### src/rtl/microwire_eeprom_master_macros.svh
// Assertion macros for the Microwire EEPROM master RTL.
`ifndef MICROWIRE_EEPROM_MASTER_MACROS_SVH
`define MICROWIRE_EEPROM_MASTER_MACROS_SVH

// The consequent must hold in the same cycle as the antecedent.
`define MWE_ASSERT_NOW(label, ante, cons) \
    label: assert property (@(posedge clk) disable iff (!rst_n) (ante) |-> (cons)) \
        else $error("Microwire master check failed");

// The consequent must hold in the cycle after the antecedent.
`define MWE_ASSERT_NEXT(label, ante, cons) \
    label: assert property (@(posedge clk) disable iff (!rst_n) (ante) |=> (cons)) \
        else $error("Microwire master check failed");

`endif

### src/rtl/mwe_pkg.sv
// Shared types, constants and frame helpers for the Microwire EEPROM master.
package mwe_pkg;

    localparam int ADDR_BITS  = 7;
    localparam int DATA_W     = 16;
    localparam int DATA_W_8   = 8;
    localparam int TICK_W     = 8;
    localparam int CNT_W      = 5;
    localparam int FRAME_W    = 26;
    localparam int FRAME_EXT_W = 1 << CNT_W;
    localparam int CFG_IDX_W  = 1;
    localparam int CFG_DATA_W = TICK_W;

    // Configuration register indexes
    localparam logic [CFG_IDX_W-1:0] REG_MODE_16BIT     = 1'd0;
    localparam logic [CFG_IDX_W-1:0] REG_HALF_BIT_TICKS = 1'd1;

    // Request types
    localparam logic [1:0] REQ_READ   = 2'd0;
    localparam logic [1:0] REQ_WRITE  = 2'd1;
    localparam logic [1:0] REQ_ERASE  = 2'd2;
    localparam logic [1:0] REQ_UNUSED = 2'd3;

    // Microwire opcodes
    localparam logic [1:0] OP_READ  = 2'b10;
    localparam logic [1:0] OP_WRITE = 2'b01;
    localparam logic [1:0] OP_ERASE = 2'b11;
    localparam logic [1:0] OP_EWEN  = 2'b11;

    typedef struct packed {
        logic                 req_valid;
        logic [1:0]           req_type;
        logic [ADDR_BITS-1:0] word_address;
        logic [DATA_W-1:0]    write_data;
        logic                 do_level;
    } req_t;

    typedef struct packed {
        logic              cs_level;
        logic              clk_level;
        logic              di_level;
        logic              busy_res;
        logic              done_res;
        logic [DATA_W-1:0] read_data;
    } res_t;

    function automatic logic [CNT_W-1:0] addr_width(input logic mode_16bit);
        return mode_16bit ? CNT_W'(ADDR_BITS - 1) : CNT_W'(ADDR_BITS);
    endfunction

    function automatic logic [CNT_W-1:0] data_width(input logic mode_16bit);
        return mode_16bit ? CNT_W'(DATA_W) : CNT_W'(DATA_W_8);
    endfunction

    function automatic logic [FRAME_W-1:0] build_cmd(
        input logic                 mode_16bit,
        input logic [1:0]           rtype,
        input logic [ADDR_BITS-1:0] addr,
        input logic [DATA_W-1:0]    data
    );
        logic [CNT_W-1:0]   a;
        logic [CNT_W-1:0]   d;
        logic [1:0]         op;
        logic [FRAME_W-1:0] f;
        a = addr_width(mode_16bit);
        d = data_width(mode_16bit);
        case (rtype)
            REQ_READ:  op = OP_READ;
            REQ_WRITE: op = OP_WRITE;
            default:   op = OP_ERASE;
        endcase
        f = (FRAME_W'(1) << (a + CNT_W'(2))) | (FRAME_W'(op) << a)
            | (FRAME_W'(addr) & ((FRAME_W'(1) << a) - FRAME_W'(1)));
        if (rtype == REQ_WRITE)
        begin
            f = (f << d) | (FRAME_W'(data) & ((FRAME_W'(1) << d) - FRAME_W'(1)));
        end
        return f;
    endfunction

    // Control frame: start bit and 00 opcode, then 11 for EWEN or zeros for EWDS.
    function automatic logic [FRAME_W-1:0] ctrl_frame(input logic mode_16bit,
                                                      input logic enable);
        logic [CNT_W-1:0]   a;
        logic [FRAME_W-1:0] f;
        a = addr_width(mode_16bit);
        f = FRAME_W'(1) << (a + CNT_W'(2));
        if (enable)
        begin
            f = f | (FRAME_W'(OP_EWEN) << (a - CNT_W'(2)));
        end
        return f;
    endfunction

    // Bit counts run from the frame length down to one; zero sends a low level.
    function automatic logic frame_bit(input logic [FRAME_W-1:0] frame,
                                       input logic [CNT_W-1:0] bit_count);
        logic [FRAME_EXT_W-1:0] ext;
        logic [CNT_W-1:0]       idx;
        ext = FRAME_EXT_W'(frame);
        idx = bit_count - CNT_W'(1);
        return (bit_count == '0) ? 1'b0 : ext[idx];
    endfunction

endpackage

### src/rtl/mwe_in_reg.sv
// Input register that holds one request word until the sequencer steps on it.
module mwe_in_reg
    import mwe_pkg::*;
(
    input  logic clk,
    input  logic rst_n,
    input  logic in_valid,
    output logic in_stall,
    input  req_t in_word,
    input  logic step_ready,
    output logic step,
    output req_t step_word
);

    logic held_valid_reg;
    logic held_valid_next;
    req_t held_word_reg;
    logic load;

    assign step     = held_valid_reg && step_ready;
    assign in_stall = held_valid_reg && !step_ready;
    assign load     = in_valid && !in_stall;
    assign step_word = held_word_reg;

    always_comb
    begin
        held_valid_next = held_valid_reg;
        if (load)
        begin
            held_valid_next = 1'b1;
        end
        else if (step)
        begin
            held_valid_next = 1'b0;
        end
    end

    always_ff @(posedge clk or negedge rst_n)
    begin
        if (!rst_n)
        begin
            held_valid_reg <= 1'b0;
        end
        else
        begin
            held_valid_reg <= held_valid_next;
        end
    end

    always_ff @(posedge clk)
    begin
        if (load)
        begin
            held_word_reg <= in_word;
        end
    end

endmodule

### src/rtl/mwe_core.sv
// Bit-level Microwire sequencer: state registers and one time step of logic.
module mwe_core
    import mwe_pkg::*;
(
    input  logic              clk,
    input  logic              rst_n,
    input  logic              mode_16bit,
    input  logic [TICK_W-1:0] half_bit_ticks,
    input  logic              step,
    input  req_t              step_word,
    output res_t              step_res
);

    `include "microwire_eeprom_master_macros.svh"

    typedef enum logic [3:0] {
        PH_IDLE   = 4'd0,
        PH_EN_LO  = 4'd1,
        PH_EN_HI  = 4'd2,
        PH_GAP1   = 4'd3,
        PH_CMD_LO = 4'd4,
        PH_CMD_HI = 4'd5,
        PH_RX_LO  = 4'd6,
        PH_RX_HI  = 4'd7,
        PH_GAP2   = 4'd8,
        PH_POLL   = 4'd9,
        PH_GAP3   = 4'd10,
        PH_DS_LO  = 4'd11,
        PH_DS_HI  = 4'd12
    } phase_t;

    phase_t             phase_reg, phase_next;
    logic [CNT_W-1:0]   bit_count_reg, bit_count_next;
    logic [FRAME_W-1:0] shift_out_reg, shift_out_next;
    logic [DATA_W-1:0]  read_shift_reg, read_shift_next;
    logic [TICK_W-1:0]  tick_count_reg, tick_count_next;
    logic [1:0]         pending_op_reg, pending_op_next;
    logic               write_enabled_reg, write_enabled_next;

    logic [CNT_W-1:0]   a_w;
    logic [CNT_W-1:0]   d_w;
    logic [CNT_W-1:0]   ctrl_len;
    logic [CNT_W-1:0]   cmd_len;
    logic [TICK_W-1:0]  half_len;
    logic [TICK_W-1:0]  tick_inc;
    logic               half_done;
    logic [TICK_W-1:0]  tick_adv;
    logic [DATA_W-1:0]  rx_shifted;
    logic               done;
    logic [DATA_W-1:0]  rdata;
    logic               di;

    assign a_w      = addr_width(mode_16bit);
    assign d_w      = data_width(mode_16bit);
    assign ctrl_len = CNT_W'(3) + a_w;
    assign cmd_len  = ctrl_len + ((pending_op_reg == REQ_WRITE) ? d_w : '0);
    assign half_len = (half_bit_ticks == '0) ? TICK_W'(1) : half_bit_ticks;
    assign tick_inc = tick_count_reg + TICK_W'(1);
    assign half_done = (tick_inc >= half_len);
    assign tick_adv  = half_done ? '0 : tick_inc;
    assign rx_shifted = {read_shift_reg[DATA_W-2:0], step_word.do_level};

    always_comb
    begin
        phase_next         = phase_reg;
        bit_count_next     = bit_count_reg;
        shift_out_next     = shift_out_reg;
        read_shift_next    = read_shift_reg;
        tick_count_next    = tick_adv;
        pending_op_next    = pending_op_reg;
        write_enabled_next = write_enabled_reg;
        done               = 1'b0;
        rdata              = '0;

        unique case (phase_reg)
            PH_IDLE:
            begin
                tick_count_next = '0;
                if (step_word.req_valid && (step_word.req_type != REQ_UNUSED))
                begin
                    pending_op_next = step_word.req_type;
                    shift_out_next  = build_cmd(mode_16bit, step_word.req_type,
                                                step_word.word_address,
                                                step_word.write_data);
                    bit_count_next  = ctrl_len;
                    if (step_word.req_type == REQ_READ)
                    begin
                        phase_next = PH_CMD_LO;
                    end
                    else
                    begin
                        phase_next = PH_EN_LO;
                    end
                end
            end
            PH_EN_LO:
            begin
                if (half_done) phase_next = PH_EN_HI;
            end
            PH_EN_HI:
            begin
                if (half_done)
                begin
                    bit_count_next = bit_count_reg - CNT_W'(1);
                    if (bit_count_next != '0)
                    begin
                        phase_next = PH_EN_LO;
                    end
                    else
                    begin
                        write_enabled_next = 1'b1;
                        phase_next = PH_GAP1;
                    end
                end
            end
            PH_GAP1:
            begin
                if (half_done)
                begin
                    bit_count_next = cmd_len;
                    phase_next = PH_CMD_LO;
                end
            end
            PH_CMD_LO:
            begin
                if (half_done) phase_next = PH_CMD_HI;
            end
            PH_CMD_HI:
            begin
                if (half_done)
                begin
                    bit_count_next = bit_count_reg - CNT_W'(1);
                    if (bit_count_next != '0)
                    begin
                        phase_next = PH_CMD_LO;
                    end
                    else if (pending_op_reg == REQ_READ)
                    begin
                        bit_count_next  = d_w;
                        read_shift_next = '0;
                        phase_next = PH_RX_LO;
                    end
                    else
                    begin
                        phase_next = PH_GAP2;
                    end
                end
            end
            PH_RX_LO:
            begin
                if (half_done) phase_next = PH_RX_HI;
            end
            PH_RX_HI:
            begin
                if (half_done)
                begin
                    read_shift_next = rx_shifted;
                    bit_count_next = bit_count_reg - CNT_W'(1);
                    if (bit_count_next != '0)
                    begin
                        phase_next = PH_RX_LO;
                    end
                    else
                    begin
                        phase_next = PH_IDLE;
                        done  = 1'b1;
                        rdata = rx_shifted;
                    end
                end
            end
            PH_GAP2:
            begin
                if (half_done) phase_next = PH_POLL;
            end
            PH_POLL:
            begin
                // The device holds data-out low until its internal write ends.
                if (half_done && step_word.do_level) phase_next = PH_GAP3;
            end
            PH_GAP3:
            begin
                if (half_done)
                begin
                    bit_count_next = ctrl_len;
                    phase_next = PH_DS_LO;
                end
            end
            PH_DS_LO:
            begin
                if (half_done) phase_next = PH_DS_HI;
            end
            PH_DS_HI:
            begin
                if (half_done)
                begin
                    bit_count_next = bit_count_reg - CNT_W'(1);
                    if (bit_count_next != '0)
                    begin
                        phase_next = PH_DS_LO;
                    end
                    else
                    begin
                        write_enabled_next = 1'b0;
                        phase_next = PH_IDLE;
                        done = 1'b1;
                    end
                end
            end
            default:
            begin
                phase_next = PH_IDLE;
                tick_count_next = '0;
            end
        endcase
    end

    // Pin levels reflect the state after this step.
    always_comb
    begin
        di = 1'b0;
        case (phase_next) inside
            PH_EN_LO, PH_EN_HI:   di = frame_bit(ctrl_frame(mode_16bit, 1'b1), bit_count_next);
            PH_CMD_LO, PH_CMD_HI: di = frame_bit(shift_out_next, bit_count_next);
            PH_DS_LO, PH_DS_HI:   di = frame_bit(ctrl_frame(mode_16bit, 1'b0), bit_count_next);
            default:              di = 1'b0;
        endcase
    end

    always_comb
    begin
        step_res.cs_level  = (phase_next != PH_IDLE) && (phase_next != PH_GAP1)
                             && (phase_next != PH_GAP2) && (phase_next != PH_GAP3);
        step_res.clk_level = (phase_next == PH_EN_HI) || (phase_next == PH_CMD_HI)
                             || (phase_next == PH_RX_HI) || (phase_next == PH_DS_HI);
        step_res.di_level  = di;
        step_res.busy_res  = (phase_next != PH_IDLE);
        step_res.done_res  = done;
        step_res.read_data = rdata;
    end

    always_ff @(posedge clk or negedge rst_n)
    begin
        if (!rst_n)
        begin
            phase_reg         <= PH_IDLE;
            bit_count_reg     <= '0;
            shift_out_reg     <= '0;
            read_shift_reg    <= '0;
            tick_count_reg    <= '0;
            pending_op_reg    <= '0;
            write_enabled_reg <= 1'b0;
        end
        else if (step)
        begin
            phase_reg         <= phase_next;
            bit_count_reg     <= bit_count_next;
            shift_out_reg     <= shift_out_next;
            read_shift_reg    <= read_shift_next;
            tick_count_reg    <= tick_count_next;
            pending_op_reg    <= pending_op_next;
            write_enabled_reg <= write_enabled_next;
        end
    end

    `MWE_ASSERT_NOW(a_poll_enabled, phase_reg == PH_POLL, write_enabled_reg)
    `MWE_ASSERT_NOW(a_bits_left,
        (phase_reg == PH_EN_LO) || (phase_reg == PH_EN_HI) || (phase_reg == PH_CMD_LO)
        || (phase_reg == PH_CMD_HI) || (phase_reg == PH_RX_LO) || (phase_reg == PH_RX_HI)
        || (phase_reg == PH_DS_LO) || (phase_reg == PH_DS_HI),
        bit_count_reg != '0)
    `MWE_ASSERT_NOW(a_idle_ticks, phase_reg == PH_IDLE, tick_count_reg == '0)
    `MWE_ASSERT_NEXT(a_done_ends, step && done, phase_reg == PH_IDLE)

endmodule

### src/rtl/mwe_out_reg.sv
// Result register that holds one result word until the receiver takes it.
module mwe_out_reg
    import mwe_pkg::*;
(
    input  logic clk,
    input  logic rst_n,
    input  logic step,
    input  res_t step_res,
    output logic step_ready,
    output logic out_valid,
    input  logic out_stall,
    output res_t out_word
);

    logic full_reg;
    logic full_next;
    res_t word_reg;

    // A new word may enter when the register is empty or is being emptied.
    assign step_ready = !full_reg || !out_stall;
    assign full_next  = step ? 1'b1 : (full_reg && out_stall);
    assign out_valid  = full_reg;
    assign out_word   = word_reg;

    always_ff @(posedge clk or negedge rst_n)
    begin
        if (!rst_n)
        begin
            full_reg <= 1'b0;
        end
        else
        begin
            full_reg <= full_next;
        end
    end

    always_ff @(posedge clk)
    begin
        if (step)
        begin
            word_reg <= step_res;
        end
    end

endmodule

### src/rtl/microwire_eeprom_master.sv
// Top level of the Microwire 93C46-type EEPROM master.
//
//  Channel   Handshake             Word contents
//  input     in_valid / in_stall   req_valid, req_type, word_address, write_data, do_level
//  output    out_valid / out_stall cs_level, clk_level, di_level, busy_res, done_res, read_data
//  config    cfg_we                cfg_index, cfg_data
//
// One input word is taken per clock while in_stall is low; each is one time step of the sequencer.
// A result word is offered once its input word has passed through the input
// register, the sequencer logic and the result register, in that order.
// Reset leaves the sequencer idle, 8-bit organisation and one tick per half bit.
// A stall on the output holds the result register and, once the input register
// is also full, stalls the input in the same cycle.
module microwire_eeprom_master
    import mwe_pkg::*;
(
    input  logic                  clk,
    input  logic                  rst_n,
    input  logic                  in_valid,
    output logic                  in_stall,
    input  logic                  req_valid,
    input  logic [1:0]            req_type,
    input  logic [ADDR_BITS-1:0]  word_address,
    input  logic [DATA_W-1:0]     write_data,
    input  logic                  do_level,
    output logic                  out_valid,
    input  logic                  out_stall,
    output logic                  cs_level,
    output logic                  clk_level,
    output logic                  di_level,
    output logic                  busy_res,
    output logic                  done_res,
    output logic [DATA_W-1:0]     read_data,
    input  logic                  cfg_we,
    input  logic [CFG_IDX_W-1:0]  cfg_index,
    input  logic [CFG_DATA_W-1:0] cfg_data
);

    logic              mode_16bit_reg;
    logic [TICK_W-1:0] half_bit_ticks_reg;
    req_t              in_word;
    req_t              step_word;
    res_t              step_res;
    res_t              out_word;
    logic              step;
    logic              step_ready;

    always_ff @(posedge clk or negedge rst_n)
    begin
        if (!rst_n)
        begin
            mode_16bit_reg     <= 1'b0;
            half_bit_ticks_reg <= TICK_W'(1);
        end
        else if (cfg_we)
        begin
            unique case (cfg_index)
                REG_MODE_16BIT:     mode_16bit_reg     <= cfg_data[0];
                REG_HALF_BIT_TICKS: half_bit_ticks_reg <= cfg_data[TICK_W-1:0];
                default:            mode_16bit_reg     <= mode_16bit_reg;
            endcase
        end
    end

    always_comb
    begin
        in_word.req_valid    = req_valid;
        in_word.req_type     = req_type;
        in_word.word_address = word_address;
        in_word.write_data   = write_data;
        in_word.do_level     = do_level;
    end

    mwe_in_reg u_in_reg (
        .clk        (clk),
        .rst_n      (rst_n),
        .in_valid   (in_valid),
        .in_stall   (in_stall),
        .in_word    (in_word),
        .step_ready (step_ready),
        .step       (step),
        .step_word  (step_word)
    );

    mwe_core u_core (
        .clk            (clk),
        .rst_n          (rst_n),
        .mode_16bit     (mode_16bit_reg),
        .half_bit_ticks (half_bit_ticks_reg),
        .step           (step),
        .step_word      (step_word),
        .step_res       (step_res)
    );

    mwe_out_reg u_out_reg (
        .clk        (clk),
        .rst_n      (rst_n),
        .step       (step),
        .step_res   (step_res),
        .step_ready (step_ready),
        .out_valid  (out_valid),
        .out_stall  (out_stall),
        .out_word   (out_word)
    );

    assign cs_level  = out_word.cs_level;
    assign clk_level = out_word.clk_level;
    assign di_level  = out_word.di_level;
    assign busy_res  = out_word.busy_res;
    assign done_res  = out_word.done_res;
    assign read_data = out_word.read_data;

endmodule
### config.mk
export PLATFORM = sky130hd
export DESIGN_NAME = microwire_eeprom_master
export DESIGN_NICKNAME = d
export VERILOG_FILES = /design/src/rtl/mwe_pkg.sv /design/src/rtl/mwe_in_reg.sv /design/src/rtl/mwe_core.sv /design/src/rtl/mwe_out_reg.sv /design/src/rtl/microwire_eeprom_master.sv
export VERILOG_INCLUDE_DIRS = /design/src /design/src/rtl
export SDC_FILE = /design/constraint.sdc
export NUM_CORES = 1
export LEC_CHECK = 0
export BUFFER_PORTS_ARGS = -buffer_cell sky130_fd_sc_hd__buf_2
export CORE_ASPECT_RATIO = 1.5
export CORE_MARGIN = 10
export CORE_UTILIZATION = 26
export CTS_BUF_LIST = sky130_fd_sc_hd__clkbuf_4
export DETAILED_ROUTE_END_ITERATION = 6
export PLACE_DENSITY = 0.4
export RECOVER_POWER = 50
export SLEW_MARGIN = 20
export SYNTH_ARGS = -nofsm -noshare
export SYNTH_HDL_FRONTEND = slang
export SYNTH_SLANG_ARGS = --single-unit
### constraint.sdc
create_clock -name clk -period 4.2 [get_ports clk]
set_input_delay 0.84 -clock clk [delete_from_list [all_inputs] [get_ports clk]]
set_output_delay 0.84 -clock clk [all_outputs]
set_load 0.01 [all_outputs]
==> flow_summary.ini, run 1 <==
[status]
outcome = finished, violations left
violations = capacitance limit, slew limit

[power]
power.share.clock_pct = 15.1
combinationalPowerShare_pct = 51.3
power_leakage_uw = 0.00331
sw_frac_of_total_pct = 42.9
pwr-share-seq_pct = 33.6
ir_drop_uv = 304
power_density_nw_per_um2 = 617
power_uw = 4890
intPower_uw = 2790
power.switching_uw = 2100

[place]
place_hpwl_um = 14400
pre_cts_ws_ns = -0.0732
placed_area_um2 = 7440
io_buffers = 63
place_congestion = 0.886

[sta]
fmax_mhz = 244
tns_ns = 0
finClkSkew_ns = 0.0198
hold-worst-slack_ns = 0.441
hold_viol_final = 0
timing.final.ws_setup_ns = 0.0971
slew_headroom_pct = -25.1
finalCriticalPeriod_ns = 4.10
period_share_pct = 97.7
drv_slew = 72
worst_pin_slew_ns = 1.88
setup_violations = 0

[yosys]
ys_ff_latch = 119
synth_ff_type = dfrtp_1
synth_cells = 656
avgSynthCellArea_um2 = 9.96
yosysUniqueCellTypes = 81
post-synth-top-area-cell = dfrtp_1
synthesis.area_um2 = 6530
synth_area_leaders = dfrtp_1 27%, edfxtp_1 22%, nand2_1 5.6%
synth-edff-count = 48
yosysWarnings = 0
synth_nets = 712
async_reset_ff_share_pct = 59.7
seq_area_frac_synth_pct = 49.3
post-synth-top-area-fraction_pct = 26.8

[routing]
wirelength_um = 19000
first_pass_iters = 4
wl_per_cell_um = 17.4
ant_nets = 0
drc = 0
via_count = 5263
viasPerCell = 4.82
drt_iter0_drc = 195

[grt]
grt_pass1_wl_um = 29800
track_usage_pct = 11.9
antenna_found_initial = 1
grt_max_degree = 72
overflow = 0
grt_pass1_vias = 5580

[final_layout]
largest_reg_flops = 27
design_area_um2 = 7910
area_growth_pct = 21.2
final_cell_mix = 96 x nand2_1, 70 x dfrtp_1, 62 x buf_2
final_common_cell = nand2_1
nets = 807
drive_above_1_share_pct = 27.7

[worst_setup_path]
arrival_ns = 4.42
critPathMaxFanout = 5
worst_setup_path_start_kind = flop
critPathTopFamily = compound AO/OA/AOI/OAI gates
ff2ff_path_depth = 19
worst_path_largest_cell_delay_ns = 0.38
rrSetupSlack_ns = 0.1
r2r-start = u_core.tick_count_reg[0]
end_kind = flop
path_class = flop to flop
r2r-end = u_out_reg.out_word[18]
slowest_stage = dfrtp_1
worst_ep_required_time_ns = 4.51
cpMostUsedCell = a21o_1
path_cells = ha_2 -> nand3_2 -> nor2_2 -> xor2_1 -> ha_1 -> a21o_1 -> a21oi_2 -> a21boi_4 -> buf_6 -> nand2_2 -> a21o_1 -> a211oi_4 -> ha_4 -> inv_1 -> mux2_2 -> mux2i_1 -> o221a_2 -> o211ai_1 -> nand4_1
critPathBufInv = 2

[die]
start_util_pct = 26.2
coreArea_um2 = 25000
num_rows = 71
dieArea_um2 = 32000
die_h_um = 214
dieWidth_um = 149
io-pin-count = 64

[clocking]
clock_latency_ns = 0.56
clockBufferDepth = 2
htreeDepth = 4
cts-root-buf = clkbuf_4
cts_tree = done
cts_hold_buf = 0
cts.sinks = 119
clk_pin_slew_ns = 0.12
cts_buffers = 17

[hold_path]
hold_depth = 1
min_to = u_in_reg.step_word[9]
min_from = write_data[8]
hold_class = input pin to flop

[job]
cap_violations = 1
## synthesized netlist by cell type (7+ instances only)
| cell | n |
|---|---|
| a211oi_1 | 7 |
| a21oi_1 | 23 |
| a22o_1 | 8 |
| a31oi_1 | 8 |
| and3_1 | 22 |
| buf_2 | 7 |
| clkbuf_1 | 27 |
| dfrtp_1 | 70 |
| edfxtp_1 | 48 |
| ha_1 | 15 |
| inv_1 | 19 |
| mux2_2 | 17 |
| mux2i_1 | 15 |
| nand2_1 | 97 |
| nand2b_1 | 13 |
| nand3_1 | 19 |
| nand4_1 | 8 |
| nor2_1 | 31 |
| nor3_1 | 13 |
| nor4_1 | 7 |
| o211ai_1 | 11 |
| o21ai_0 | 60 |
## how the worst max path moves through the flow
stage,slack [ns],cells after the start,to,start
finish,0.1,19,u_out_reg.out_word[18],u_core.tick_count_reg[0]
global route,-0.05,19,u_out_reg.out_word[18],u_core.tick_count_reg[0]
CTS,0.009,18,u_out_reg.out_word[18],u_core.tick_count_reg[0]
detailed placement,-0.07,18,u_out_reg.out_word[18],u_core.tick_count_reg[0]
global placement,0.0007,18,u_out_reg.out_word[18],u_core.tick_count_reg[0]
floorplan,0.01,20,u_out_reg.out_word[18],u_core.tick_count_reg[0]
## layer usage
metal  wire (um)  GRT usage (%)  up-vias
met3         585           2.72       31
met4         612           5.77        0
li1            -              -     2614
met1        6950           11.4     2526
met2       10900           22.9       92
met5           0              0        -
## layout make-up
cell class | instances | area [um^2]
Antenna cell | 1 | 2.50
Clock buffer | 20 | 150
Clock inverter | 12 | 90.1
Fill cell | 2607 | 17000
Inverter | 21 | 78.8
Multi-Input combinational cell | 475 | 3230
Sequential cell | 119 | 3220
Tap cell | 328 | 410
Timing Repair Buffer | 117 | 737
## logic make-up (layout without fill, tap and decap cells)
family          Yosys count  count (layout)  share of synthesized area (%)
mux                      33              33                           5.57
buf+inv                  62             170                           3.81
compound gates          176             176                           18.4
xor+xnor                 10              10                           1.34
fa+ha+maj                15              15                           2.87
flops                   119             119                           49.3
simple gates            241             241                           18.7
other cells               0               1                              0
## power by group through the flow
stage	combinational [uW]	clock [uW]	sequential [uW]
after floorplan	1600	0	1560
after global placement	2320	0	1660
after detailed placement	2330	0	1660
after CTS	2380	784	1640
after global routing	2750	831	1660
final	2510	739	1640
## stage by stage
stage                     std cells  utilization, %
final                          1093            31.7
after CTS                      1084            30.9
after global routing           1093            31.7
after global placement         1051            29.8
after floorplan                 656               -
after detailed placement       1051            29.8
## what timing repair did
action	CTS	global route
pin swaps	1	20
setup buffers	1	8
resized for setup	6	30
setup endpoints to repair	1	1
No activity file was read; power rests on OpenSTA's default activity.
==> run 2, diff against run 1 <==
--- a/config.mk
+++ b/config.mk
@@ -9,12 +9,11 @@
 export BUFFER_PORTS_ARGS = -buffer_cell sky130_fd_sc_hd__buf_2
 export CORE_ASPECT_RATIO = 1.5
 export CORE_MARGIN = 10
-export CORE_UTILIZATION = 26
+export CORE_UTILIZATION = 45
 export CTS_BUF_LIST = sky130_fd_sc_hd__clkbuf_4
 export DETAILED_ROUTE_END_ITERATION = 6
-export PLACE_DENSITY = 0.4
+export PLACE_DENSITY = 0.63
 export RECOVER_POWER = 50
-export SLEW_MARGIN = 20
 export SYNTH_ARGS = -nofsm -noshare
 export SYNTH_HDL_FRONTEND = slang
 export SYNTH_SLANG_ARGS = --single-unit
==> run 2 against run 1 <==
The run still ends with capacitance limit, slew limit left. Via count increased by 1.9%. Final cell count decreased by 13%. Clock power increased by 30%. Sequential power about the same. Non-clock buffer count decreased by 9. Die area decreased by 38%. Critical path type unchanged. Worst setup slack improved by 0.032 ns. Total power increased by 0.98%. Combinational power decreased by 6%. Register-to-register slack improved by 0.03 ns. Final area decreased by 2.4%. Worst hold slack improved by 0.017 ns.
==> flow_summary.ini, run 2 (synthesized netlist as in run 1, its figures left out) <==
[sta]
finalCriticalPeriod_ns = 4.07
fmax_mhz = 246
period_share_pct = 96.9
worst_pin_slew_ns = 2.27
rsz0062_at_grt = true
setup_violations = 0
finClkSkew_ns = 0.0278
hold_viol_final = 0
drv_slew = 40
slew_headroom_pct = -51.5
timing.final.ws_setup_ns = 0.129

[die]
coreArea_um2 = 14100
start_util_pct = 46.2
dieWidth_um = 118
dieArea_um2 = 19800
num_rows = 53
die_h_um = 168
io-pin-count = 64

[worst_setup_path]
slowest_stage = mux4_2
worst_path_largest_cell_delay_ns = 0.49
path_cells = ha_2 -> xor2_1 -> ha_1 -> a31oi_1 -> nor2b_1 -> o211ai_2 -> buf_6 -> nand2_2 -> a21o_1 -> a211oi_4 -> ha_4 -> mux4_2 -> o21ai_1 -> o211ai_1 -> o2111ai_1 -> a221o_1 -> nand4_1
r2r-start = u_core.tick_count_reg[1]
critPathMaxFanout = 5
ff2ff_path_depth = 17
r2r-end = u_out_reg.out_word[18]
path_class = flop to flop
worst_setup_path_start_kind = flop
end_kind = flop
worst_ep_required_time_ns = 4.48
startpoint = u_core.tick_count_reg[1]
arrival_ns = 4.35
rrSetupSlack_ns = 0.13
cp-endpoint = u_out_reg.out_word[18]

[final_layout]
final_cell_mix = 96 x nand2_1, 70 x dfrtp_1, 61 x buf_2
nets = 798
final_common_cell = nand2_1
largest_reg_flops = 27
final_util_pct = 54.7
area_growth_pct = 18.2
drive_above_1_share_pct = 26.1
fillCellCount = 1278

[clocking]
cts_tree = done
cts-root-buf = clkbuf_4
htreeDepth = 4
clock_latency_ns = 0.57
cts.sinks = 119
clk_pin_slew_ns = 0.12
clockBufferDepth = 2
cts_buffers = 17

[power]
ir_drop_uv = 344
power_leakage_uw = 0.00330
power_density_nw_per_um2 = 639

[job]
cap_violations = 2

[routing]
drc = 0
drt_iter0_drc = 308
first_pass_iters = 5
viasPerCell = 5.66
ant_nets = 0
wirelength_um = 16700
via_count = 5362
wl_per_cell_um = 17.7

[place]
pre_cts_ws_ns = -0.142
place_congestion = 0.885
place_hpwl_um = 12300
io_buffers = 63

[grt]
overflow = 0
grt_pass1_vias = 5533
track_usage_pct = 17.1
grt_pass1_wl_um = 27400
grt_max_degree = 42
antenna_found_initial = 1

[status]
violations = capacitance limit, slew limit
outcome = finished, violations left

[hold_path]
hold_class = input pin to flop
[run 2: cell count changes in the layout (fill, tap and decap cells not counted), sizes merged]
cell	previous run	this run
buf	114	104
bufinv	1	4
clkbuf	23	20
clkinv	10	9
clkinvlp	3	2
dlymetal6s4s	0	1
inv	19	21
[run 2: how the worst min path moves through the flow]
| stage | startpoint | endpoint | slack (ns) | cells past startpoint |
|---|---|---|---|---|
| finish | write_data[0] | u_in_reg.step_word[1] | 0.46 | 1 |
| global route | write_data[6] | u_in_reg.step_word[7] | 0.42 | 1 |
| CTS | rst_n | u_core.tick_count_reg[3] | 0.42 | 1 |
| detailed placement | u_core.shift_out_reg[15] | u_core.shift_out_reg[15] | 0.47 | 2 |
| global placement | u_core.read_shift_reg[14] | u_core.read_shift_reg[14] | 0.46 | 2 |
| floorplan | u_core.read_shift_reg[14] | u_core.read_shift_reg[14] | 0.44 | 2 |
[run 2: layout make-up]
class / count / area [um^2] / area share [%]
sequential: 119 / 3220 / 41.7
timing repair buffer: 108 / 672 / 8.70
clock buffer: 17 / 128 / 1.65
inverter: 21 / 78.8 / 1.02
clock inverter: 15 / 201 / 2.61
multi-input combinational: 475 / 3180 / 41.2
antenna: 1 / 2.50 / 0.0324
tap: 192 / 240 / 3.11
[run 2: timing repair]
action / in CTS / in global routing
hold buffers: 0 / 0
pin swaps: 2 / 17
resized for setup: 7 / 17
buffers inserted: 1 / 6
endpoints found under the setup margin: 1 / 1
[run 2: through the flow]
step           area [um^2]  std cells  hold WS, ns  total power, uW  setup TNS (ns)
6_report              7720        948        0.458             4930               0
3_3_place_gp          7240        908        0.458             3830         -0.0127
4_1_cts               7620        941        0.422             4910               0
5_1_grt               7720        948        0.423             5270         -0.0604
3_5_place_dp          7240        908        0.468             3880          -0.142
2_1_floorplan         6550        656        0.442             3160               0
[run 2: worst max-delay path: cells and delay by family (launching register included)]
kind,cells,cell delay (ns)
simple gates,3,0.24
fa+ha+maj,3,0.74
mux,1,0.49
flops,1,0.41
xor+xnor,1,0.25
buf+inv,1,0.18
compound gates,8,1.49
[run 2: routing by layer]
layer	GRT usage [%]	wire [um]
met1	17.8	6550
met2	31.0	8900
met3	3.37	641
met4	9.92	656
met5	0	0
[run 2: power by group]
group          leakage [uW]  total, uW  switching, uW  internal, uW
clock network      0.000170        960            486           474
logic               0.00173       2350           1360           990
registers           0.00140       1620            198          1430
total               0.00330       4930           2040          2890
==> run 3, diff against run 2 <==
--- a/config.mk
+++ b/config.mk
@@ -6,8 +6,9 @@
 export SDC_FILE = /design/constraint.sdc
 export NUM_CORES = 1
 export LEC_CHECK = 0
+export ABC_AREA = 1
 export BUFFER_PORTS_ARGS = -buffer_cell sky130_fd_sc_hd__buf_2
-export CORE_ASPECT_RATIO = 1.5
+export CORE_ASPECT_RATIO = 0.9
 export CORE_MARGIN = 10
 export CORE_UTILIZATION = 45
 export CTS_BUF_LIST = sky130_fd_sc_hd__clkbuf_4
==> run 3 against run 2 <==
The flow still finishes with violations (capacitance limit, slew limit). Non-clock buffer count decreased by 31. Register-to-register slack improved by 0.38 ns. Clock power fell by 9.4%. First-iteration DRC count is 55% higher. Worst setup slack better by 0.38 ns. Routed wire length shrank 12%. Maximum frequency up 10%. Highest routed layer unchanged. Core utilization fell by 2.9 points. Worst hold slack got worse by 0.0023 ns. Global-route usage down 1.1 points.
==> flow_summary.ini, run 3 <==
[yosys]
synth_cells = 765
post-synth-top-area-fraction_pct = 27.6
yosysMostFrequentCell = nand2_1
synth_nets = 821
ys_ff_latch = 119
async_reset_ff_share_pct = 59.7
avgSynthCellArea_um2 = 8.30
synth_ff_type = dfrtp_1
synth_area_leaders = dfrtp_1 28%, edfxtp_1 23%, nand2_1 11%
yosysUniqueCellTypes = 40
synth-edff-count = 48
synth_common_cells = 181 x nand2_1, 99 x inv_1, 79 x o21ai_0
seq_area_frac_synth_pct = 50.7
post-synth-top-area-cell = dfrtp_1
synthesis.area_um2 = 6350
yosysWarnings = 0

[job]
cap_violations = 1

[routing]
drt_iter0_drc = 477
first_pass_iters = 5
viasPerCell = 5.16
wl_per_cell_um = 14.2
wirelength_um = 14800
ant_nets = 0
drc = 0
via_count = 5378

[clocking]
cts_buffers = 17
clock_latency_ns = 0.55
cts-root-buf = clkbuf_4
clockBufferDepth = 2
cts_tree = done
htreeDepth = 4
cts.sinks = 119
clk_pin_slew_ns = 0.12

[sta]
finalCriticalPeriod_ns = 3.70
rsz0062_at_grt = false
fmax_mhz = 271
setup_violations = 0
slew_headroom_pct = -38.9
tns_ns = 0
hold_viol_final = 0
period_share_pct = 88.0
worst_pin_slew_ns = 2.08
timing.final.ws_setup_ns = 0.505
drv_slew = 38
finClkSkew_ns = 0.0164

[die]
dieWidth_um = 145
die_h_um = 133
dieArea_um2 = 19300
num_rows = 41
coreArea_um2 = 13900
io-pin-count = 64
start_util_pct = 45.7

[grt]
overflow = 0
grt_pass1_wl_um = 25600
grt_max_degree = 44
antenna_found_initial = 0
grt_pass1_vias = 5375
track_usage_pct = 16.0

[final_layout]
drive_above_1_share_pct = 15.3
final_common_cell = nand2_1
antenna_cells = 0
area_growth_pct = 13.4
nets = 893
fillCellCount = 1327
largest_reg_flops = 27
final_cell_mix = 180 x nand2_1, 98 x inv_1, 79 x o21ai_0

[worst_setup_path]
path_class = flop to flop
worst_setup_path_start_kind = flop
critPathMaxFanout = 6
end_kind = flop
worst_ep_required_time_ns = 4.50
arrival_ns = 3.99

[place]
place_congestion = 0.914
io_buffers = 63
pre_cts_ws_ns = 0.245
place_hpwl_um = 10900

[power]
power_uw = 4480
power_density_nw_per_um2 = 623
power_leakage_uw = 0.00331
ir_drop_uv = 249

[status]
outcome = finished, violations left
violations = capacitance limit, slew limit

[hold_path]
hold_class = input pin to flop
run 3: cell types whose count changed after synthesis, sizes merged, moves of 9 or more:
| cell | delta |
|---|---|
| nand2 | +94 |
| inv | +89 |
| nand3 | +42 |
| nor2 | +37 |
| and3 | -22 |
| mux2 | -17 |
| o21ai | +17 |
| mux2i | -15 |
| nand2b | -13 |
| o22ai | +11 |
| clkbuf | -10 |
| nor4 | -9 |
run 3: cell families after synthesis:
| family | Yosys count | share of synthesized area (%) |
|---|---|---|
| adders and majority gates | 15 | 2.96 |
| DFF | 119 | 50.7 |
| buffers and inverters | 132 | 8.10 |
| and+or+nand+nor | 344 | 23.8 |
| AOI/OAI and AO/OA | 148 | 13.2 |
| xor gates and xnor gates | 7 | 1.26 |
run 3: final cells by class:
class / count / area [um^2] / share of cell area [%]
Sequential cell: 119 / 3220 / 44.7
Multi-Input combinational cell: 514 / 2640 / 36.6
Inverter: 108 / 405 / 5.63
Tap cell: 193 / 241 / 3.35
Clock inverter: 13 / 155 / 2.16
Clock buffer: 19 / 143 / 1.98
Timing Repair Buffer: 77 / 398 / 5.53
run 3: worst paths after layout:
check | depth (start not counted) | end | slack (ns) | from
max in group asynchronous | 2 | u_core.bit_count_reg[2] | 1.36 | rst_n
min in group asynchronous | 1 | u_core.shift_out_reg[5] | 0.87 | rst_n
hold / removal | 1 | u_in_reg.step_word[22] | 0.46 | word_address[5]
setup / recovery | 25 | u_out_reg.out_word[18] | 0.50 | u_core.tick_count_reg[2]
setup reg to reg | 25 | u_out_reg.out_word[18] | 0.50 | u_core.tick_count_reg[2]
hold reg to reg | 2 | u_core.read_shift_reg[11] | 0.50 | u_core.read_shift_reg[11]
run 3: routing by layer:
metal	GRT usage (%)	up-vias	wire, um
met3	4.40	23	833
met1	21.5	2490	7280
li1	-	2683	-
met2	24.0	182	6440
met5	0	-	0
met4	6.12	0	235
run 3: critical path, stage by stage, from the launching register on:
cell and delay [ns]:
dfrtp_1 0.41, nand3_1 0.14, nor2_2 0.12, nand4_1 0.10
xor2_1 0.17, inv_1 0.06, ha_1 0.31, a21oi_1 0.17
o21a_1 0.15, nand2_2 0.09, inv_2 0.10, nor2_1 0.06
nand2_1 0.07, o21ai_0 0.08, inv_1 0.06, o211ai_1 0.13
inv_1 0.16, ha_2 0.26, xor2_4 0.23, inv_1 0.11
nand3_1 0.09, nand3_1 0.08, nand3_1 0.09, nand2_1 0.06
nand3_1 0.06, nand3_1 0.07
run 3: through the flow:
stage	hold slack, ns	instance area (um^2)	utilization [%]	instances
after global placement	0.454	6870	49.4	1007
after floorplan	0.442	6350	-	765
after global routing	0.401	7200	51.8	1043
final	0.456	7200	51.8	1043
after CTS	0.382	7170	51.6	1039
after detailed placement	0.472	6870	49.4	1007
run 3: repair_timing:
item                       4_1_cts  5_1_grt
buffers inserted                 0        4
setup endpoints to repair        0        1
hold buffers                     0        0
resized for setup                0        6
run 3: report_power, final:
group | total [uW] | switching (uW) | internal, uW
combinational | 2020 | 1340 | 686
clock | 870 | 447 | 423
sequential | 1590 | 129 | 1460
